$ cat src/rtl/clause_watch_evaluator_unit_assert.svh
// Assertion macros for the clause watch evaluator.
// Used by clause_watch_evaluator_unit; expects clk and rst_n in scope.
`ifndef CLAUSE_WATCH_EVALUATOR_UNIT_ASSERT_SVH
`define CLAUSE_WATCH_EVALUATOR_UNIT_ASSERT_SVH

// Same-cycle implication, checked out of reset.
`define CWE_ASSERT_NOW(label, ante, cons) \
    label: assert property (@(posedge clk) disable iff (!rst_n) (ante) |-> (cons)) \
        else $error("clause watch evaluator: same-cycle check failed");

// Next-cycle implication, checked out of reset.
`define CWE_ASSERT_NEXT(label, ante, cons) \
    label: assert property (@(posedge clk) disable iff (!rst_n) (ante) |=> (cons)) \
        else $error("clause watch evaluator: next-cycle check failed");

`endif

$ cat src/rtl/cwe_pkg.sv
// Shared types and constants for the clause watch evaluator.
// No dependencies; imported by cwe_eval and clause_watch_evaluator_unit.
`timescale 1ns / 1ps

package cwe_pkg;

    localparam int MAX_LITS    = 8;
    localparam int LANE_CNT    = 8;
    // Lanes that can take part: the value word holds eight lanes.
    localparam int EFF_LANES   = (MAX_LITS < LANE_CNT) ? MAX_LITS : LANE_CNT;

    localparam int LANE_W      = 3;
    localparam int LEN_W       = 4;
    localparam int LIT_W       = 16;
    localparam int VAL_W       = 2;

    localparam int APB_ADDR_W  = 3;
    localparam int APB_DATA_W  = 32;

    localparam logic [VAL_W-1:0] VAL_FALSE = 2'd0;
    localparam logic [VAL_W-1:0] VAL_TRUE  = 2'd1;

    localparam logic KIND_UPDATE = 1'b0;
    localparam logic KIND_INIT   = 1'b1;

    // Register index, taken from paddr word bits.
    localparam logic [APB_ADDR_W-3:0] REG_USE_WATCHED = '0;

    typedef enum logic [2:0] {
        EV_NONE       = 3'd0,
        EV_MOVED      = 3'd1,
        EV_UNIT       = 3'd2,
        EV_CONFLICT   = 3'd3,
        EV_OTHER_TRUE = 3'd4
    } watch_event_t;

    typedef struct packed {
        logic                          kind;
        logic [LANE_CNT*VAL_W-1:0]     literal_values;
        logic [LEN_W-1:0]              clause_length;
        logic [LANE_W-1:0]             watch_a;
        logic [LANE_W-1:0]             watch_b;
        logic signed [LIT_W-1:0]       lit_a;
        logic signed [LIT_W-1:0]       lit_b;
        logic signed [LIT_W-1:0]       falsed_literal;
    } in_word_t;

    typedef struct packed {
        logic                          satisfied;
        logic                          all_false;
        logic                          is_unit;
        logic                          any_unassigned;
        logic [LANE_W-1:0]             unit_position;
        logic [LANE_W-1:0]             new_watch_a;
        logic [LANE_W-1:0]             new_watch_b;
        watch_event_t                  watch_event;
        logic signed [LIT_W-1:0]       unit_literal;
    } out_word_t;

endpackage

$ cat src/rtl/cwe_eval.sv
// Combinational clause evaluation and watch update for one word.
// Depends on cwe_pkg; instantiated by clause_watch_evaluator_unit.
`timescale 1ns / 1ps

module cwe_eval (
    input  cwe_pkg::in_word_t  cmd,
    input  logic               use_watched,
    output cwe_pkg::out_word_t result
);
    import cwe_pkg::*;

    logic [VAL_W-1:0]    lane_val [LANE_CNT];
    logic [LANE_CNT-1:0] in_len;
    logic [LANE_CNT-1:0] true_mask;
    logic [LANE_CNT-1:0] unk_mask;
    logic [LANE_CNT-1:0] cand_mask;
    logic [LEN_W-1:0]    len_eff;
    logic [LANE_W-1:0]   upos;
    logic [LANE_W-1:0]   cand_pos;
    logic                hit_a;
    logic                hit_any;
    logic [LANE_W-1:0]   other_lane;
    logic [VAL_W-1:0]    other_val;
    logic signed [LIT_W-1:0] other_lit;

    assign len_eff = (cmd.clause_length > LEN_W'(EFF_LANES)) ? LEN_W'(EFF_LANES)
                                                             : cmd.clause_length;

    always_comb
    begin
        for (int k = 0; k < LANE_CNT; k++)
        begin
            lane_val[k]  = cmd.literal_values[k*VAL_W +: VAL_W];
            in_len[k]    = LEN_W'(k) < len_eff;
            true_mask[k] = in_len[k] && (lane_val[k] == VAL_TRUE);
            unk_mask[k]  = in_len[k] && (lane_val[k] != VAL_TRUE)
                                     && (lane_val[k] != VAL_FALSE);
            cand_mask[k] = in_len[k] && (lane_val[k] != VAL_FALSE)
                                     && (LANE_W'(k) != cmd.watch_a)
                                     && (LANE_W'(k) != cmd.watch_b);
        end
    end

    // Lowest set lane wins: scan from the top down.
    always_comb
    begin
        upos     = '0;
        cand_pos = '0;
        for (int k = LANE_CNT - 1; k >= 0; k--)
        begin
            if (unk_mask[k])
                upos = LANE_W'(k);
            if (cand_mask[k])
                cand_pos = LANE_W'(k);
        end
    end

    assign hit_a      = (cmd.lit_a == cmd.falsed_literal);
    assign hit_any    = hit_a || (cmd.lit_b == cmd.falsed_literal);
    assign other_lane = hit_a ? cmd.watch_b : cmd.watch_a;
    assign other_lit  = hit_a ? cmd.lit_b : cmd.lit_a;
    assign other_val  = lane_val[other_lane];

    always_comb
    begin
        result.satisfied      = |true_mask;
        result.all_false      = ~|true_mask && ~|unk_mask;
        result.is_unit        = ~|true_mask && $onehot(unk_mask);
        result.any_unassigned = |unk_mask;
        result.unit_position  = upos;
        result.new_watch_a    = cmd.watch_a;
        result.new_watch_b    = cmd.watch_b;
        result.watch_event    = EV_NONE;
        result.unit_literal   = '0;

        if (use_watched && (len_eff >= LEN_W'(2)))
        begin
            if (cmd.kind == KIND_INIT)
            begin
                // Swap so a false lane 0 is not the first watch.
                if (lane_val[0] == VAL_FALSE)
                begin
                    result.new_watch_a = LANE_W'(1);
                    result.new_watch_b = LANE_W'(0);
                end
                else
                begin
                    result.new_watch_a = LANE_W'(0);
                    result.new_watch_b = LANE_W'(1);
                end
            end
            else if (hit_any)
            begin
                if (|cand_mask)
                begin
                    result.watch_event = EV_MOVED;
                    if (hit_a)
                        result.new_watch_a = cand_pos;
                    else
                        result.new_watch_b = cand_pos;
                end
                else if (other_val == VAL_FALSE)
                    result.watch_event = EV_CONFLICT;
                else if (other_val == VAL_TRUE)
                    result.watch_event = EV_OTHER_TRUE;
                else
                begin
                    result.watch_event  = EV_UNIT;
                    result.unit_literal = other_lit;
                end
            end
        end
    end

endmodule

$ cat src/rtl/clause_watch_evaluator_unit.sv
// Top level of the clause watch evaluator: command port, APB register, pipeline.
// Depends on cwe_pkg, cwe_eval and clause_watch_evaluator_unit_assert.svh.
`timescale 1ns / 1ps

// Usage:
//   Command channel: drive cmd and raise start; the word is taken at any rising
//   edge with start high and busy low. busy stays low, so a new word can be
//   taken every cycle.
//   Result channel: done pulses for one cycle with result valid in that same
//   cycle. There is no back pressure; the receiver must take it then.
//   Path: the word passes through the input register, then the evaluation logic
//   into the result register, which drives result.
//   Throughput: one word per cycle, bounded only by the single evaluation path.
//   Configuration: APB register use_watched at byte address 0 (reset 1). Writes
//   land at the access edge; pready is always high. Write it only while idle.
//   Reset: rst_n low clears the pipeline valid bits and sets use_watched to 1;
//   no result is lost or repeated across a stall since there are no stalls.
module clause_watch_evaluator_unit (
    input  logic                          clk,
    input  logic                          rst_n,
    input  logic                          start,
    output logic                          busy,
    input  cwe_pkg::in_word_t             cmd,
    output logic                          done,
    output cwe_pkg::out_word_t            result,
    input  logic                          psel,
    input  logic                          penable,
    input  logic                          pwrite,
    input  logic [cwe_pkg::APB_ADDR_W-1:0] paddr,
    input  logic [cwe_pkg::APB_DATA_W-1:0] pwdata,
    output logic [cwe_pkg::APB_DATA_W-1:0] prdata,
    output logic                          pready
);
    import cwe_pkg::*;

    logic       use_watched_reg;
    logic       in_vld_reg;
    in_word_t   in_reg;
    logic       done_reg;
    out_word_t  result_reg;
    out_word_t  eval_word;
    logic       accept;
    logic       cfg_hit;

    assign busy   = 1'b0;
    assign pready = 1'b1;
    assign accept = start && !busy;
    assign cfg_hit = (paddr[APB_ADDR_W-1:2] == REG_USE_WATCHED);

    always_ff @(posedge clk or negedge rst_n)
    begin
        if (!rst_n)
            use_watched_reg <= 1'b1;
        else if (psel && penable && pwrite && pready && cfg_hit)
            use_watched_reg <= pwdata[0];
    end

    assign prdata = cfg_hit ? {{(APB_DATA_W-1){1'b0}}, use_watched_reg} : '0;

    always_ff @(posedge clk or negedge rst_n)
    begin
        if (!rst_n)
        begin
            in_vld_reg <= 1'b0;
            done_reg   <= 1'b0;
        end
        else
        begin
            in_vld_reg <= accept;
            done_reg   <= in_vld_reg;
        end
    end

    // Payload registers: capture only when a word moves.
    always_ff @(posedge clk)
    begin
        if (accept)
            in_reg <= cmd;
        if (in_vld_reg)
            result_reg <= eval_word;
    end

    cwe_eval u_eval (
        .cmd         (in_reg),
        .use_watched (use_watched_reg),
        .result      (eval_word)
    );

    assign done   = done_reg;
    assign result = result_reg;

`include "clause_watch_evaluator_unit_assert.svh"

    `CWE_ASSERT_NEXT(a_pipe_advance, in_vld_reg, done_reg)
    `CWE_ASSERT_NOW(a_all_false_excl, done_reg && result_reg.all_false, !result_reg.satisfied && !result_reg.any_unassigned)
    `CWE_ASSERT_NOW(a_lit_only_on_unit, done_reg && (result_reg.watch_event != EV_UNIT), result_reg.unit_literal == '0)
    `CWE_ASSERT_NOW(a_upos_zero_idle, done_reg && !result_reg.any_unassigned, result_reg.unit_position == '0)

endmodule

$ cat config.mk
export PLATFORM = sky130hd
export DESIGN_NAME = clause_watch_evaluator_unit
export DESIGN_NICKNAME = d
export VERILOG_FILES = /design/src/rtl/cwe_pkg.sv /design/src/rtl/cwe_eval.sv /design/src/rtl/clause_watch_evaluator_unit.sv
export VERILOG_INCLUDE_DIRS = /design/src /design/src/rtl
export SDC_FILE = /design/constraint.sdc
export NUM_CORES = 1
export LEC_CHECK = 0
export ABC_AREA = 1
export BUFFER_PORTS_ARGS = -buffer_cell sky130_fd_sc_hd__buf_2
export CAP_MARGIN = 30
export CORE_AREA = 2 2 109 111
export DETAILED_ROUTE_END_ITERATION = 10
export DIE_AREA = 0 0 111 113
export PLACE_DENSITY = 0.83
export SYNTH_ARGS = -nofsm -noshare
export SYNTH_HDL_FRONTEND = slang
export SYNTH_SLANG_ARGS = --single-unit
$ cat constraint.sdc
create_clock -name clk -period 3.5 [get_ports clk]
set_input_delay 0.175 -clock clk [delete_from_list [all_inputs] [get_ports clk]]
set_output_delay 0.175 -clock clk [all_outputs]
set_load 0.01 [all_outputs]
==> qor.yml <==
overflow: 0
hpwl_um: 9210
grt_max_degree: 77
cts_tree: "built"
nNetsFinal: 883
ctsRootBufferMaster: "clkbuf_16"
p_switching_mw: 0.885
drv_slew: 0
post-route-period-util: 0.954
post_drt_via_cell_ratio: 5.10
seq_power_share: 0.502
synth_top_area_share: 0.565
num_antenna_cells: 0
drcViolationCount: 0
floorplan.initialDensity: 0.505
r2r-start: "in_reg[57]"
cellLeakagePower_nw: 3.35
power_frac_comb: 0.175
gp_congestion: 0.864
reg2reg_slack_ns: 0.16
critPathLaunchType: "flop"
r2r_end: "result[29]"
wl_per_cell_um: 15.2
layoutNonFillerInstCount: 899
setup_violations: 0
synth_most_common_cell: "nand2_1"
grt_usage: 0.208
ys_ff_latch: 110
path_clk_slew_ns: 0.08
relSlewSlack: 0.358
cts_htree_levels: 3
rows: 39
swShare: 0.272
fillCellCount: 830
largest_reg_flops: 75
critPathRequiredTime_ns: 3.70
chipHeight_um: 113
antenna_found_initial: 0
die-area_um2: 12500
vias: 4589
fin_skew_ns: 0.0128
numCtsBuffers: 9
port_buffers: 116
core-area_um2: 11300
internal-power_mw: 2.37
critPathCaptureType: "flop"
area_growth_pct: 29.0
cts.sinks: 110
hp-start: "cmd[31]"
drtIter0Drc: 309
p_total_mw: 3.26
seq_area_frac_synth: 0.578
synthTopCellsByArea: "edfxtp_1 (56%), nand2_1 (8.2%), inv_1 (4.7%)"
synth_common_cells: "nand2_1 (125), edfxtp_1 (107), inv_1 (71)"
drive_gt1_frac: 0.258
yosys.area.top_type: "edfxtp_1"
cp_max_fo: 4
power_density_nw_per_um2: 444
fin_crit_ns: 3.34
criticalPathCategory: "reg -> reg"
placed_cells: 814
insertion_delay_ns: 0.35
vdd_drop_max_mv: 0.292
worstHoldEndpoint: "in_reg[31]"
clock_path_buffers: 2
status: "finished, final reports clean"
hold_depth: 1
power_frac_clock: 0.324
totalWireLength_um: 13700
max_freq_mhz: 299
crit_arrival_ns: 3.54
synth_edf_count: 107
yosysWarnings: 0
worstHoldPathType: "in -> reg"
worstMarginPinSlew_ns: 0.964
grt_first_pass_wirelength_um: 20600
r2r_cells: 14
synth-async-reset-ratio: 0.0273
synth_area_um2: 5690
synth-main-ff-cell: "edfxtp_1"
die_x_um: 111
avgSynthCellArea_um2: 10.2
hold_violations: 0
grt_pass1_vias: 4257
drv_cap: 0
ioPinCount: 183
synth.distinct_cells: 44
ant_nets: 0
syn_inst: 559
dr.pass1.iters: 5
-- cells by family (layout without fill, tap and decap cells) --
family	after synthesis	count (layout)	share of synthesized area
simple gates	246	246	0.199
buf+inv	116	282	0.0998
flops	110	110	0.578
compound gates	60	60	0.0669
fa+ha+maj	16	16	0.0405
xor+xnor	9	9	0.0139
other cells	2	33	0.00132
-- worst max-delay path: stages, from the launching register on --
cell      delay, ns
edfxtp_1       0.51
inv_2          0.12
a21oi_2        0.19
o21ai_2        0.11
inv_1          0.10
ha_1           0.15
inv_1          0.06
fa_1           0.53
inv_1          0.06
fa_1           0.47
ha_2           0.19
fa_1           0.36
nor2_1         0.11
nand2_1        0.07
nor3_2         0.17
-- metal layers --
| metal | global-route usage | vias to the layer above | wire [um] |
|---|---|---|---|
| li1 | - | 2186 | - |
| met1 | 0.263 | 2154 | 5630 |
| met2 | 0.369 | 220 | 6910 |
| met3 | 0.0289 | 29 | 797 |
| met4 | 0.0767 | 0 | 336 |
| met5 | 0 | - | 0 |
-- through the flow --
| stage | hold WS [ns] | TNS (ns) | area, um^2 | setup WS, ns | utilization |
|---|---|---|---|---|---|
| after floorplan | -0.121 | 0 | 5810 | 0.325 | - |
| after global placement | -0.0297 | 0 | 6310 | 0.160 | 0.560 |
| after detailed placement | -0.0267 | 0 | 6310 | 0.0209 | 0.560 |
| after CTS | 0.000177 | 0 | 7120 | 0.00902 | 0.632 |
| after global routing | -0.0124 | -0.00855 | 7340 | -0.00855 | 0.651 |
| final | 0.00388 | 0 | 7340 | 0.161 | 0.651 |
-- power groups by stage --
| stage | Clock (mW) | Sequential (mW) | Combinational [mW] |
|---|---|---|---|
| after floorplan | 0 | 1.66 | 0.322 |
| after global placement | 0 | 1.66 | 0.460 |
| after detailed placement | 0 | 1.66 | 0.478 |
| after CTS | 1.06 | 1.63 | 0.524 |
| after global routing | 1.11 | 1.64 | 0.638 |
| final | 1.05 | 1.63 | 0.569 |
-- timing repair --
| item | CTS | global route |
|---|---|---|
| gates resized for setup | 0 | 13 |
| buffers inserted | 0 | 8 |
| endpoints found under the setup margin | 0 | 1 |
| hold endpoints to repair | 52 | 11 |
| hold buffers | 50 | 11 |
-- area by class of cell --
type / instances / area, um^2 / share of cell area
Tap cell: 143 / 179 / 0.0244
Clock buffer: 9 / 225 / 0.0307
Timing Repair Buffer: 188 / 1290 / 0.175
Sequential cell: 110 / 3290 / 0.448
Inverter: 78 / 294 / 0.0401
Clock inverter: 7 / 80.1 / 0.0109
Multi-Input combinational cell: 364 / 1990 / 0.271
-- cell usage in the layout, fill, tap and decap left out, types with 9 or more instances in the layout --
cell,Yosys,final
edfxtp_1,107,107
nand2_1,125,123
ha_1,12,11
conb_1,2,33
nor2_1,36,35
buf_2,0,116
nand3_1,50,50
a21oi_2,10,12
dlygate4sd3_1,0,61
a21oi_1,21,19
o21ai_0,13,11
inv_1,71,70
buf_4,33,10
clkbuf_16,0,9
-- how the worst max path moves through the flow --
stage	start	end	slack, ns	cells after the start
2_1_floorplan	in_reg[57]	result[29]	0.33	15
3_3_place_gp	in_reg[57]	result[29]	0.16	14
3_5_place_dp	in_reg[57]	result[29]	0.02	14
4_1_cts	in_reg[57]	result[29]	0.009	14
5_1_grt	in_reg[57]	result[29]	-0.009	15
6_report	in_reg[57]	result[29]	0.16	14
Power figures use the tool's default switching activity.
